File: config.mk
export PLATFORM = sky130hd
export DESIGN_NAME = write_group_batcher_unit
export DESIGN_NICKNAME = d
export VERILOG_FILES = /design/src/wgb_pkg.sv /design/src/wgb_front.sv /design/src/wgb_cmdq.sv /design/src/wgb_back.sv /design/src/write_group_batcher_unit.sv
export SDC_FILE = /design/constraint.sdc
export NUM_CORES = 2
export LEC_CHECK = 0
export BUFFER_PORTS_ARGS = -buffer_cell sky130_fd_sc_hd__buf_2
export CAP_MARGIN = 10
export CORE_MARGIN = 1.5
export CORE_UTILIZATION = 60
export CTS_BUF_LIST = sky130_fd_sc_hd__clkbuf_16
export DETAILED_ROUTE_END_ITERATION = 6
export GPL_ROUTABILITY_DRIVEN = 0
export PLACE_DENSITY = 0.76
export RECOVER_POWER = 25
export SYNTH_ARGS = -nofsm -noshare
export SYNTH_HDL_FRONTEND = slang
export SYNTH_SLANG_ARGS = --single-unit
File: constraint.sdc
create_clock -name clk -period 6.8 [get_ports clk]
set_input_delay 0.34 -clock clk [delete_from_list [all_inputs] [get_ports clk]]
set_output_delay 0.34 -clock clk [all_outputs]
set_load 0.05 [all_outputs]
File: src/wgb_pkg.sv
package wgb_pkg;

	localparam int QUEUE_DEPTH_DEF = 64;
	localparam int MAX_GROUP_DEF   = 32;

	// command queue between front and back
	localparam int CMDQ_DEPTH = 2;
	localparam int CMDQ_AW    = $clog2(CMDQ_DEPTH);
	localparam int CMDQ_CW    = $clog2(CMDQ_DEPTH + 1);

	localparam logic [5:0]  MAX_REQ_RESET   = 6'd16;
	localparam logic [23:0] MAX_BYTES_RESET = 24'd1048576;

	localparam logic REG_MAX_REQUESTS = 1'b0;
	localparam logic REG_MAX_BYTES    = 1'b1;

	localparam logic [1:0] OP_ENQUEUE    = 2'd0;
	localparam logic [1:0] OP_GROUP_DONE = 2'd1;
	localparam logic [1:0] OP_SHUTDOWN   = 2'd2;

	localparam logic [1:0] STAT_OK       = 2'd0;
	localparam logic [1:0] STAT_FAIL     = 2'd1;
	localparam logic [1:0] STAT_SHUTDOWN = 2'd2;
	localparam logic [1:0] STAT_FULL     = 2'd3;

	localparam logic KIND_DISPATCH = 1'b0;
	localparam logic KIND_COMPLETE = 1'b1;

	typedef struct packed {
		logic [1:0]  opcode;
		logic [7:0]  request_id;
		logic        sync_flag;
		logic [23:0] req_size;
		logic        done_status;
	} item_t;

	typedef struct packed {
		logic        result_kind;
		logic [7:0]  result_id;
		logic        result_sync;
		logic [1:0]  result_status;
		logic        last_of_run;
	} result_t;

	typedef enum logic [1:0] {
		CMD_ENQUEUE    = 2'd0,
		CMD_REJECT     = 2'd1,
		CMD_GROUP_DONE = 2'd2,
		CMD_SHUTDOWN   = 2'd3
	} cmd_kind_t;

	typedef struct packed {
		cmd_kind_t   kind;
		logic [7:0]  id;
		logic        sync;
		logic [23:0] bytes;
		logic        status;
	} cmd_t;

endpackage

File: src/wgb_front.sv
module wgb_front (
	input  logic           clk,
	input  logic           arst_n,
	input  logic           req_valid,
	output logic           req_stall,
	input  wgb_pkg::item_t req,
	input  logic           cmdq_full,
	output logic           cmd_push,
	output wgb_pkg::cmd_t  cmd
);

	logic shut_q;
	logic accept;
	logic known_op;

	assign req_stall = cmdq_full;
	assign accept    = req_valid && !cmdq_full;

	always_comb begin
		known_op   = 1'b1;
		cmd.id     = req.request_id;
		cmd.sync   = req.sync_flag;
		cmd.bytes  = req.req_size;
		cmd.status = req.done_status;
		cmd.kind   = wgb_pkg::CMD_ENQUEUE;
		case (req.opcode)
			wgb_pkg::OP_ENQUEUE: begin
				// once shutdown is seen, every later enqueue is a reject
				cmd.kind = shut_q ? wgb_pkg::CMD_REJECT : wgb_pkg::CMD_ENQUEUE;
			end
			wgb_pkg::OP_GROUP_DONE: cmd.kind = wgb_pkg::CMD_GROUP_DONE;
			wgb_pkg::OP_SHUTDOWN:   cmd.kind = wgb_pkg::CMD_SHUTDOWN;
			default:                known_op = 1'b0;
		endcase
	end

	// drop unknown opcodes after accepting them
	assign cmd_push = accept && known_op;

	always_ff @(posedge clk or negedge arst_n) begin
		if (!arst_n) begin
			shut_q <= 1'b0;
		end else if (accept && req.opcode == wgb_pkg::OP_SHUTDOWN) begin
			shut_q <= 1'b1;
		end
	end

endmodule

File: src/wgb_cmdq.sv
module wgb_cmdq (
	input  logic          clk,
	input  logic          arst_n,
	input  logic          push,
	input  wgb_pkg::cmd_t push_data,
	output logic          full,
	output logic          valid,
	output wgb_pkg::cmd_t data,
	input  logic          pop
);

	wgb_pkg::cmd_t                  entry_q [wgb_pkg::CMDQ_DEPTH];
	logic [wgb_pkg::CMDQ_AW-1:0]    wptr_q;
	logic [wgb_pkg::CMDQ_AW-1:0]    rptr_q;
	logic [wgb_pkg::CMDQ_CW-1:0]    cnt_q;
	logic                           do_push;
	logic                           do_pop;

	assign full    = (cnt_q == wgb_pkg::CMDQ_CW'(wgb_pkg::CMDQ_DEPTH));
	assign valid   = (cnt_q != '0);
	assign data    = entry_q[rptr_q];
	assign do_push = push && !full;
	assign do_pop  = pop && valid;

	always_ff @(posedge clk or negedge arst_n) begin
		if (!arst_n) begin
			wptr_q <= '0;
			rptr_q <= '0;
			cnt_q  <= '0;
		end else begin
			if (do_push) begin
				wptr_q <= wptr_q + 1'b1;
			end
			if (do_pop) begin
				rptr_q <= rptr_q + 1'b1;
			end
			if (do_push && !do_pop) begin
				cnt_q <= cnt_q + 1'b1;
			end else if (do_pop && !do_push) begin
				cnt_q <= cnt_q - 1'b1;
			end
		end
	end

	always_ff @(posedge clk) begin
		if (do_push) begin
			entry_q[wptr_q] <= push_data;
		end
	end

endmodule

File: src/wgb_back.sv
module wgb_back #(
	parameter int QUEUE_DEPTH = wgb_pkg::QUEUE_DEPTH_DEF,
	parameter int MAX_GROUP   = wgb_pkg::MAX_GROUP_DEF
) (
	input  logic             clk,
	input  logic             arst_n,
	input  logic [5:0]       max_req,
	input  logic [23:0]      max_bytes,
	input  logic             cmd_valid,
	input  wgb_pkg::cmd_t    cmd,
	output logic             cmd_pop,
	output logic             rsp_valid,
	input  logic             rsp_stall,
	output wgb_pkg::result_t rsp
);

	localparam int QAW = $clog2(QUEUE_DEPTH);
	localparam int CW  = $clog2(QUEUE_DEPTH + 1);
	localparam int GAW = (MAX_GROUP > 1) ? $clog2(MAX_GROUP) : 1;
	localparam int GSW = $clog2(MAX_GROUP + 1);

	typedef struct packed {
		logic [7:0]  id;
		logic        sync;
		logic [23:0] bytes;
	} entry_t;

	typedef enum logic [7:0] {
		S_IDLE      = 8'b0000_0001,
		S_FORM_RD   = 8'b0000_0010,
		S_FORM_CHK  = 8'b0000_0100,
		S_DONE_RD   = 8'b0000_1000,
		S_DONE_EMIT = 8'b0001_0000,
		S_SHUT_RD   = 8'b0010_0000,
		S_SHUT_EMIT = 8'b0100_0000,
		S_FLUSH     = 8'b1000_0000
	} state_t;

	function automatic wgb_pkg::result_t mk_result(
		input logic       kind,
		input logic [7:0] id,
		input logic       sync,
		input logic [1:0] status
	);
		wgb_pkg::result_t r;
		r.result_kind   = kind;
		r.result_id     = id;
		r.result_sync   = sync;
		r.result_status = status;
		r.last_of_run   = 1'b0;
		return r;
	endfunction

	entry_t           pmem [QUEUE_DEPTH];
	logic [7:0]       gmem [MAX_GROUP];
	entry_t           prd_q;
	logic [7:0]       grd_q;

	state_t           state_q, state_d;
	logic [QAW-1:0]   head_q, head_d, head_next, tail;
	logic [CW-1:0]    count_q, count_d, count_m1;
	logic [CW:0]      tsum;
	logic [GSW-1:0]   gsize_q, gsize_d, gsize_inc;
	logic [GSW-1:0]   idx_q, idx_d, idx_inc;
	logic [GSW-1:0]   lim;
	logic             in_flight_q, in_flight_d;
	logic             shut_q, shut_d;
	logic [23:0]      total_q, total_d;
	logic [24:0]      sum;
	logic             gsync_q, gsync_d;
	logic [1:0]       dstat_q, dstat_d;
	logic             admit;

	logic             p_wr, p_rd, g_wr, g_rd;
	logic             emit, flush;
	wgb_pkg::result_t new_res;
	wgb_pkg::result_t pend_q;
	logic             pend_v_q;
	wgb_pkg::result_t out_q;
	wgb_pkg::result_t out_d;
	logic             out_v_q;
	logic             slot_free, can_emit, load_out;

	assign rsp_valid = out_v_q;
	assign rsp       = out_q;
	assign slot_free = !out_v_q || !rsp_stall;
	assign can_emit  = !pend_v_q || slot_free;
	assign load_out  = (emit && pend_v_q) || flush;

	assign head_next = (head_q == QAW'(QUEUE_DEPTH - 1)) ? '0 : head_q + 1'b1;
	assign count_m1  = count_q - 1'b1;
	assign tsum      = (CW+1)'(head_q) + (CW+1)'(count_q);
	assign tail      = (tsum >= (CW+1)'(QUEUE_DEPTH)) ?
		QAW'(tsum - (CW+1)'(QUEUE_DEPTH)) : QAW'(tsum);
	assign gsize_inc = gsize_q + 1'b1;
	assign idx_inc   = idx_q + 1'b1;
	assign sum       = {1'b0, total_q} + {1'b0, prd_q.bytes};

	// zero acts as one, anything above the group store acts as its size
	always_comb begin
		if (max_req == '0) begin
			lim = GSW'(1);
		end else if ({1'b0, max_req} > 7'(MAX_GROUP)) begin
			lim = GSW'(MAX_GROUP);
		end else begin
			lim = GSW'(max_req);
		end
	end

	// the first member is always taken; the rest must match sync and fit
	assign admit = (gsize_q == '0) ||
		(prd_q.sync == gsync_q && sum <= {1'b0, max_bytes});

	always_comb begin
		state_d     = state_q;
		head_d      = head_q;
		count_d     = count_q;
		gsize_d     = gsize_q;
		idx_d       = idx_q;
		in_flight_d = in_flight_q;
		shut_d      = shut_q;
		total_d     = total_q;
		gsync_d     = gsync_q;
		dstat_d     = dstat_q;
		cmd_pop     = 1'b0;
		p_wr        = 1'b0;
		p_rd        = 1'b0;
		g_wr        = 1'b0;
		g_rd        = 1'b0;
		emit        = 1'b0;
		flush       = 1'b0;
		new_res     = '0;
		case (state_q)
			S_IDLE: begin
				if (cmd_valid) begin
					cmd_pop = 1'b1;
					case (cmd.kind)
						wgb_pkg::CMD_ENQUEUE: begin
							if (count_q == CW'(QUEUE_DEPTH)) begin
								emit    = 1'b1;
								new_res = mk_result(wgb_pkg::KIND_COMPLETE, cmd.id,
									1'b0, wgb_pkg::STAT_FULL);
								state_d = S_FLUSH;
							end else begin
								p_wr    = 1'b1;
								count_d = count_q + 1'b1;
								if (!in_flight_q) begin
									in_flight_d = 1'b1;
									gsize_d     = '0;
									total_d     = '0;
									state_d     = S_FORM_RD;
								end
							end
						end
						wgb_pkg::CMD_REJECT: begin
							emit    = 1'b1;
							new_res = mk_result(wgb_pkg::KIND_COMPLETE, cmd.id,
								1'b0, wgb_pkg::STAT_SHUTDOWN);
							state_d = S_FLUSH;
						end
						wgb_pkg::CMD_GROUP_DONE: begin
							if (in_flight_q) begin
								idx_d   = '0;
								dstat_d = {1'b0, cmd.status};
								state_d = S_DONE_RD;
							end
						end
						wgb_pkg::CMD_SHUTDOWN: begin
							shut_d = 1'b1;
							if (count_q != '0) begin
								state_d = S_SHUT_RD;
							end
						end
						default: ;
					endcase
				end
			end
			S_FORM_RD: begin
				p_rd    = 1'b1;
				state_d = S_FORM_CHK;
			end
			S_FORM_CHK: begin
				if (!admit) begin
					state_d = S_FLUSH;
				end else if (can_emit) begin
					emit    = 1'b1;
					new_res = mk_result(wgb_pkg::KIND_DISPATCH, prd_q.id,
						prd_q.sync, wgb_pkg::STAT_OK);
					g_wr    = 1'b1;
					gsize_d = gsize_inc;
					total_d = sum[23:0];
					gsync_d = prd_q.sync;
					head_d  = head_next;
					count_d = count_m1;
					if (count_m1 != '0 && gsize_inc < lim) begin
						state_d = S_FORM_RD;
					end else begin
						state_d = S_FLUSH;
					end
				end
			end
			S_DONE_RD: begin
				g_rd    = 1'b1;
				state_d = S_DONE_EMIT;
			end
			S_DONE_EMIT: begin
				if (can_emit) begin
					emit    = 1'b1;
					new_res = mk_result(wgb_pkg::KIND_COMPLETE, grd_q, 1'b0, dstat_q);
					idx_d   = idx_inc;
					if (idx_inc < gsize_q) begin
						state_d = S_DONE_RD;
					end else if (count_q != '0 && !shut_q) begin
						// next group follows in the same run
						in_flight_d = 1'b1;
						gsize_d     = '0;
						total_d     = '0;
						state_d     = S_FORM_RD;
					end else begin
						in_flight_d = 1'b0;
						gsize_d     = '0;
						state_d     = S_FLUSH;
					end
				end
			end
			S_SHUT_RD: begin
				p_rd    = 1'b1;
				state_d = S_SHUT_EMIT;
			end
			S_SHUT_EMIT: begin
				if (can_emit) begin
					emit    = 1'b1;
					new_res = mk_result(wgb_pkg::KIND_COMPLETE, prd_q.id,
						1'b0, wgb_pkg::STAT_SHUTDOWN);
					head_d  = head_next;
					count_d = count_m1;
					state_d = (count_m1 != '0) ? S_SHUT_RD : S_FLUSH;
				end
			end
			S_FLUSH: begin
				// release the held result as the last of this run
				if (slot_free) begin
					flush   = 1'b1;
					state_d = S_IDLE;
				end
			end
			default: state_d = S_IDLE;
		endcase
	end

	always_comb begin
		out_d             = pend_q;
		out_d.last_of_run = flush;
	end

	always_ff @(posedge clk or negedge arst_n) begin
		if (!arst_n) begin
			state_q     <= S_IDLE;
			head_q      <= '0;
			count_q     <= '0;
			gsize_q     <= '0;
			in_flight_q <= 1'b0;
			shut_q      <= 1'b0;
			pend_v_q    <= 1'b0;
			out_v_q     <= 1'b0;
		end else begin
			state_q     <= state_d;
			head_q      <= head_d;
			count_q     <= count_d;
			gsize_q     <= gsize_d;
			in_flight_q <= in_flight_d;
			shut_q      <= shut_d;
			if (emit) begin
				pend_v_q <= 1'b1;
			end else if (flush) begin
				pend_v_q <= 1'b0;
			end
			if (load_out) begin
				out_v_q <= 1'b1;
			end else if (!rsp_stall) begin
				out_v_q <= 1'b0;
			end
		end
	end

	always_ff @(posedge clk) begin
		idx_q   <= idx_d;
		total_q <= total_d;
		gsync_q <= gsync_d;
		dstat_q <= dstat_d;
		if (emit) begin
			pend_q <= new_res;
		end
		if (load_out) begin
			out_q <= out_d;
		end
	end

	always_ff @(posedge clk) begin
		if (p_wr) begin
			pmem[tail] <= '{id: cmd.id, sync: cmd.sync, bytes: cmd.bytes};
		end
		if (p_rd) begin
			prd_q <= pmem[head_q];
		end
	end

	always_ff @(posedge clk) begin
		if (g_wr) begin
			gmem[gsize_q[GAW-1:0]] <= prd_q.id;
		end
		if (g_rd) begin
			grd_q <= gmem[idx_q[GAW-1:0]];
		end
	end

endmodule

File: src/write_group_batcher_unit.sv
// Enqueue to first dispatch: command queue, FIFO write, registered FIFO read, byte check;
// each further member passes through the registered FIFO read ahead of the byte check.
// Group done: each member completion takes a group id store read, then group formation.
// Shutdown: each queued request is read from the FIFO and rejected; rejects and queue-full answers end the run.
// An enqueue behind a group in flight is only written to the FIFO; a two-entry command queue decouples.
// Reset clears control state and loads the register defaults; FIFO contents stay undefined.
module write_group_batcher_unit #(
	parameter int QUEUE_DEPTH = wgb_pkg::QUEUE_DEPTH_DEF,
	parameter int MAX_GROUP   = wgb_pkg::MAX_GROUP_DEF
) (
	input  logic             clk,
	input  logic             arst_n,
	input  logic             req_valid,
	output logic             req_stall,
	input  wgb_pkg::item_t   req,
	output logic             rsp_valid,
	input  logic             rsp_stall,
	output wgb_pkg::result_t rsp,
	input  logic             cfg_valid,
	output logic             cfg_ready,
	input  logic             cfg_index,
	input  logic [23:0]      cfg_data
);

	logic [5:0]    max_req_q;
	logic [23:0]   max_bytes_q;
	logic          cmdq_full;
	logic          cmd_push;
	wgb_pkg::cmd_t cmd_in;
	logic          cmd_valid;
	wgb_pkg::cmd_t cmd_out;
	logic          cmd_pop;

	assign cfg_ready = 1'b1;

	always_ff @(posedge clk or negedge arst_n) begin
		if (!arst_n) begin
			max_req_q   <= wgb_pkg::MAX_REQ_RESET;
			max_bytes_q <= wgb_pkg::MAX_BYTES_RESET;
		end else if (cfg_valid && cfg_ready) begin
			case (cfg_index)
				wgb_pkg::REG_MAX_REQUESTS: max_req_q   <= cfg_data[5:0];
				wgb_pkg::REG_MAX_BYTES:    max_bytes_q <= cfg_data;
				default: ;
			endcase
		end
	end

	wgb_front u_front (
		.clk       (clk),
		.arst_n    (arst_n),
		.req_valid (req_valid),
		.req_stall (req_stall),
		.req       (req),
		.cmdq_full (cmdq_full),
		.cmd_push  (cmd_push),
		.cmd       (cmd_in)
	);

	wgb_cmdq u_cmdq (
		.clk       (clk),
		.arst_n    (arst_n),
		.push      (cmd_push),
		.push_data (cmd_in),
		.full      (cmdq_full),
		.valid     (cmd_valid),
		.data      (cmd_out),
		.pop       (cmd_pop)
	);

	wgb_back #(
		.QUEUE_DEPTH (QUEUE_DEPTH),
		.MAX_GROUP   (MAX_GROUP)
	) u_back (
		.clk       (clk),
		.arst_n    (arst_n),
		.max_req   (max_req_q),
		.max_bytes (max_bytes_q),
		.cmd_valid (cmd_valid),
		.cmd       (cmd_out),
		.cmd_pop   (cmd_pop),
		.rsp_valid (rsp_valid),
		.rsp_stall (rsp_stall),
		.rsp       (rsp)
	);

endmodule
After elaboration in Yosys (flattened, before gate mapping). Memory sizes are Yosys's and may differ from the RTL's. A register that Yosys moved wholly into a read port is not among the register bits. Cells that the tools add are included.

Add/sub/neg operators: 12. Order comparisons: 5. Equality and inequality tests: 35. Multiplexer cells: 100. Bitwise gates (word level): 1. Reduce and logical (&&, ||, !) cells: 50.

Operators with widths (number): 24-bit two-way mux (9); 8-bit two-way mux (14); 6-bit two-way mux (18); 24-bit one-hot mux with 3 select lines (1); 13-bit two-way mux (5); 8-bit one-hot mux with 8 select lines (1); 13-bit one-hot mux with 4 select lines (1); 7-bit two-way mux (5); 1-bit two-way mux (33); 8-bit one-hot mux with 4 select lines (1); 13-bit one-hot mux with 2 select lines (1); 24-bit by 24-bit adder with 25-bit output (1); 25-bit by 24-bit <= comparator with 1-bit output (1); 6-bit one-hot mux with 2 select lines (2); 7-bit one-hot mux with 3 select lines (1); 6-bit by 1-bit adder with 6-bit output (second input constant) (3); 6-bit one-hot mux with 3 select lines (1); 2-bit by 1-bit != test with 1-bit output (second input constant) (8); 7-bit nonzero test (2); 6-bit logical NOT (2); 6-bit < comparator (2); 12-bit two-way mux (1); 2-bit != test (second input constant) (6); 1-bit logical AND (11); other kinds (45) (73).

Bits in registers: 123. Bits in writable memories: 2440. Bits of input ports: 66. Output and inout port bits: 16. Word-level logic and storage cells: 233. Memories kept: 3.

Memory list: u_back.pmem (depth 64, width 33, rd ports 1, clocked after Yosys merged registers in 1, write ports 1, RTL line wgb_back.sv:54) `entry_t pmem [QUEUE_DEPTH];`; u_back.gmem (depth 32, width 8, rd ports 1, clocked after Yosys merged registers in 1, write ports 1, RTL line wgb_back.sv:55) `logic [7:0] gmem [MAX_GROUP];`; u_cmdq.entry_q (depth 2, width 36, rd ports 1, clocked after Yosys merged registers in 0, write ports 1, RTL line wgb_cmdq.sv:12) `wgb_pkg::cmd_t entry_q [wgb_pkg::CMDQ_DEPTH];`.

Logic depth before layout (Yosys ltp).
Depth after elaboration: 9. Gate-level depth with buffers: 19. Gate-level depth less buffers: 18.

Hierarchy. Synthesis repeated with hierarchy kept, for this count alone.

Cell total of the unflattened synthesis: 4392. Area, all modules: 101887.7 µm².

By module, submodules not included: wgb_back (instances 1, cells an instance 4148, area each 97334.6 µm², sequential area each 74828.0 µm²); wgb_cmdq (instances 1, cells an instance 131, area each 2947.8 µm², sequential area each 2262.2 µm²); write_group_batcher_unit (instances 1, cells an instance 67, area each 1239.9 µm², sequential area each 753.2 µm²); wgb_front (instances 1, cells an instance 46, area each 365.4 µm², sequential area each 25.0 µm²).

Worst setup path before layout. No wires, ideal clock.

Path type: reg2reg. Start point: reg u_back.total_q[0]. End point: reg u_back.total_q[0], enable pin. Library setup time: 405 ps. Arrival time: 4870 ps. Setup slack: 1525 ps. Cell stages (with the launch flop): 18. Path buffers: 0. Cells stage by stage: edfxtp_1 ha_1 fa_1 a211oi_1 o21ai_1 o311ai_2 nand2_1 a21o_1 a21o_1 xnor2_1 ha_1 nand4_1 nor3_1 and4_1 o221ai_1 o31ai_2 o221ai_2 nor2_1.

Longest elaborated chain between the ends: 6.

RTL lines: start, declared (RTL line wgb_back.sv:68) `logic [23:0] total_q, total_d;`; start signal, assigned (RTL line wgb_back.sv:288) `total_q <= total_d;`; 24-bit by 24-bit adder with 25-bit output (RTL line wgb_back.sv:97) `assign sum = {1'b0, total_q} + {1'b0, prd_q.bytes};`; net u_back.sum[16] (RTL line wgb_back.sv:69) `logic [24:0] sum;`; 25-bit by 24-bit <= comparator with 1-bit output (RTL line wgb_back.sv:112) `(prd_q.sync == gsync_q && sum <= {1'b0, max_bytes});`; 1-bit logical AND (RTL line wgb_back.sv:112); 1-bit logical OR (RTL line wgb_back.sv:111) `assign admit = (gsize_q == '0) ||`; 2-bit by 1-bit != test with 1-bit output (no line); 10-bit AND reduction (no line).

The timed path passes the listed nets, and every way through them passes these cells. A chain may end at the register's enable or synchronous reset.

Final worst setup path.
Start point: reg u_back.prd_q[0] (netlist name). End point: mem u_back.gmem[19][4], enable pin.

Longest elaborated chain between the ends: 8.

RTL lines: 24-bit by 24-bit adder with 25-bit output (RTL line wgb_back.sv:97); net u_back.sum[16] (RTL line wgb_back.sv:69); 25-bit by 24-bit <= comparator with 1-bit output (RTL line wgb_back.sv:112); 1-bit logical AND (RTL line wgb_back.sv:112); 1-bit logical OR (RTL line wgb_back.sv:111); 1-bit two-way mux (RTL line wgb_back.sv:183) `if (!admit) begin`; 1-bit two-way mux (RTL line wgb_back.sv:133) `case (state_q)`; 1-bit two-way mux (RTL line wgb_back.sv:309) `if (g_wr) begin`; 1-bit two-way mux (implied by the code) (RTL line wgb_back.sv:310) `gmem[gsize_q[GAW-1:0]] <= prd_q.id;`; end, declared (RTL line wgb_back.sv:55).

The timed path passes the listed nets, and every way through them passes these cells.

==> impl_results.md <==
- Outcome: finished, violations left
- Failing checks: max-capacitance violations, max-slew violations
- MaxCap Viol Count: 29
- Synthesized Nets: 4662
- Area grow syn2layout: 12.0%
- Most common cell in the netlist: edfxtp_1
- Crit path max fanout: 8
- Fin area: 114000 um2
- Final nets: 4995
- Async set-reset flop share out of synthesis: 2.53%
- Critical Path Start Type: flop
- TritonCTS Buffers: 240
- Port bufs: 80
- Global routing met3 resource utilization: 6.43%
- Commonest cells post-synth: edfxtp_1, mux4_2, nor2_1
- CTS Hold Bufs: 67
- Grt met2 use: 47.8%
- Initial antenna violation count: 15
- Reg2reg end: u_back.gmem[19][4]
- Final setup fails: 0
- Row cnt: 150
- Final wirelength: 250000 um
- FMAX: 0.160 GHz
- RSZ-0062 raised after global routing: no
- Number of global-route vias before repair: 50400
- Largest net degree at the start of global routing: 135
- Register area share after synthesis: 76.6%
- Worst R2R Path Depth: 18
- Dpl cells: 6735
- Hold depth: 3
- Syn_area_per_cell: 22.5 um2
- Worst-case clock skew: 0.0418 ns
- TNS Setup: 0 ns
- Die X-Extent: 415 um
- Routed Antenna Nets: 0
- Leak: 35.6 nW
- Post-CTS setup buffers: 0
- Final min period: 6.24 ns
- GRT Total Usage: 29.3%
- Final WS setup: 0.564 ns
- First-pass GRT wire length: 358000 um
- CP endpoint kind: flop
- Synth cell types: 76
- Relative slew margins: -176%
- DRC: 0
- Ratio of cells with drive above 1 in the final layout: 26.9%
- Worst slew pin tran: 4.14 ns
- Vias: 49900
- Arr. time, crit path: 6.74 ns
- Drt wl/cell: 34.4 um
- Boundary pin count: 82
- Top Usage Layer GRT: met2
- Met1 GRT Util: 40.1%
- Register bit total from synthesis: 2604
- CP required: 7.30 ns
- Cell Pwr Density: 393 nW/um2
- Die area: 172000 um2
- Fin. max-slew vios: 1383
- Setup slack, reg-to-reg: 0.56 ns
- Hold_sp: cfg_valid
- Power Total: 44.7 mW
- DPL Wire Length: 139000 um
- H-tree Lvls: 4
- Synth Instances: 4517
- CTS max path bufs: 3
- Place WS: 0.713 ns
- Final hold vios: 0
- Fillers: 9976
- Synth Warn #: 0
- Tcrit/Tclk final: 91.7%
- Synth top area cells: edfxtp_1, mux4_2, dfrtp_1
- Grt total ovfl: 0
- Leading area contributor after synthesis: edfxtp_1
- Initial core utilization: 60.6%
- Hold Path Sink: max_req_q[2]
- Worst skew pair latency: 0.90 ns
- Yosys top cell area share: 74.9%
- Post-Syn Area: 102000 um2
- CTS root buf: clkbuf_16
- VDD IR max: 0.000391 V
- Initial DRC count: 7384
- CTS tree: built
- Ys flop type: edfxtp_1
- Iteration count of the initial detailed-routing pass: 7
- Reg-to-Reg Start: u_back.prd_q[0]
- CTS Sinks: 2604
- EDFF count, synth: 2538
- Post-Layout Cell Count: 7265
- Vias per cell: 6.88
- Core Area: 168000 um2
- Die H: 415 um
- Crit path kind: reg -> reg
- Post-DP Area: 106000 um2
- Worst min-delay path category: in -> reg
- Cts repair resizes: 0
- Worst-path clk slew: 0.06 ns
[how the worst max path moves through the flow]
stage / startpoint / to / slack (ns) / cells past startpoint
after floorplan: u_back.total_q[0] / u_back.total_q[0] / 1.53 / 17
after global placement: u_back.total_q[0] / u_back.gmem[23][6] / 0.98 / 18
after detailed placement: u_back.prd_q[0] / u_back.gmem[19][4] / 0.71 / 18
after CTS: u_back.total_q[0] / u_back.gmem[19][4] / 0.65 / 18
after global routing: u_back.total_q[0] / u_back.gmem[19][4] / 0.35 / 18
final: u_back.prd_q[0] / u_back.gmem[19][4] / 0.56 / 18
[placed cells by master (no fill, tap or decap), types with 30 or more instances in the layout]
cell type and count:
mux4_2 725, clkinv_1 69, edfxtp_1 2538, inv_1 94, clkbuf_1 75, nand2_1 112, dfrtp_1 58, dlygate4sd3_1 67
buf_2 30, ha_1 77, nor2_4 64, mux2_2 51, a21oi_1 53, buf_4 107, clkinv_2 47, o21ai_0 50
mux2i_1 72, nor2_1 118, xnor2_1 32, clkbuf_16 241, nand3_1 34
[registers in the layout (all words and copies together) (netlist names), 7 cells and up]
| register | count |
|---|---|
| u_back.total_q | 24 |
| u_back.state_q | 8 |
| u_back.grd_q | 8 |
| u_cmdq.entry_q | 72 |
| u_back.pmem | 2112 |
| u_back.rsp | 13 |
| max_bytes_q | 24 |
| u_back.gmem | 256 |
| u_back.out_d | 12 |
| u_back.prd_q | 33 |
| u_back.count_q | 7 |
[worst max-delay path, stage by stage, from the launching register on]
cell and delay [ns]:
edfxtp_1 0.40, ha_1 0.24, fa_1 0.46, a211oi_1 0.28, o21ai_1 0.20, o311ai_2 0.34
nand2_1 0.16, a21o_1 0.22, a21o_1 0.18, xnor2_1 0.15, ha_1 0.32, nand4_1 0.12
nor3_1 0.36, and4_1 0.27, o221ai_1 0.15, o31a_2 0.51, nor2_2 0.30, nand2_1 0.48
nor2_1 0.71
[layout make-up]
type / instances / area (um2) / share of cell area [%]
Multi-Input combinational cell: 1655 / 23200 / 20.4
Tap cell: 2204 / 2760 / 2.42
Timing Repair Buffer: 294 / 2200 / 1.93
Antenna cell: 2 / 5.00 / 0.00439
Sequential cell: 2604 / 77900 / 68.4
Clock inverter: 210 / 1590 / 1.39
Inverter: 55 / 206 / 0.181
Clock buffer: 241 / 6030 / 5.29
[report_power, final]
group          switching, mW  internal [mW]  leakage, nW
Combinational           7.08           4.25         8.13
Sequential             0.403           20.0         23.6
Clock                   5.92           7.09         3.86
Total                   13.4           31.3         35.6
[through the flow]
step | hold WS (ns) | utilization, %
global route | 0.0382 | 67.9
floorplan | 0.0444 | -
global placement | 0.404 | 63.0
CTS | 0.00356 | 67.9
detailed placement | 0.405 | 63.0
finish | 0.0657 | 67.9
[cells by family after synthesis]
group                      share of synthesized area (%)
AOI/OAI and AO/OA                                   1.57
xor gates and xnor gates                           0.422
adders and majority gates                          0.986
buffers and inverters                               1.08
DFF                                                 76.6
muxes                                               17.5
other                                            0.00369
and+or+nand+nor                                     1.88
[layer usage]
| layer | wire length [um] | vias up |
|---|---|---|
| met1 | 90800 | 26400 |
| met2 | 124000 | 3271 |
| li1 | - | 19700 |
| met3 | 26200 | 522 |
| met5 | 105 | - |
| met4 | 8820 | 16 |
(Power assumes the default switching activity.)
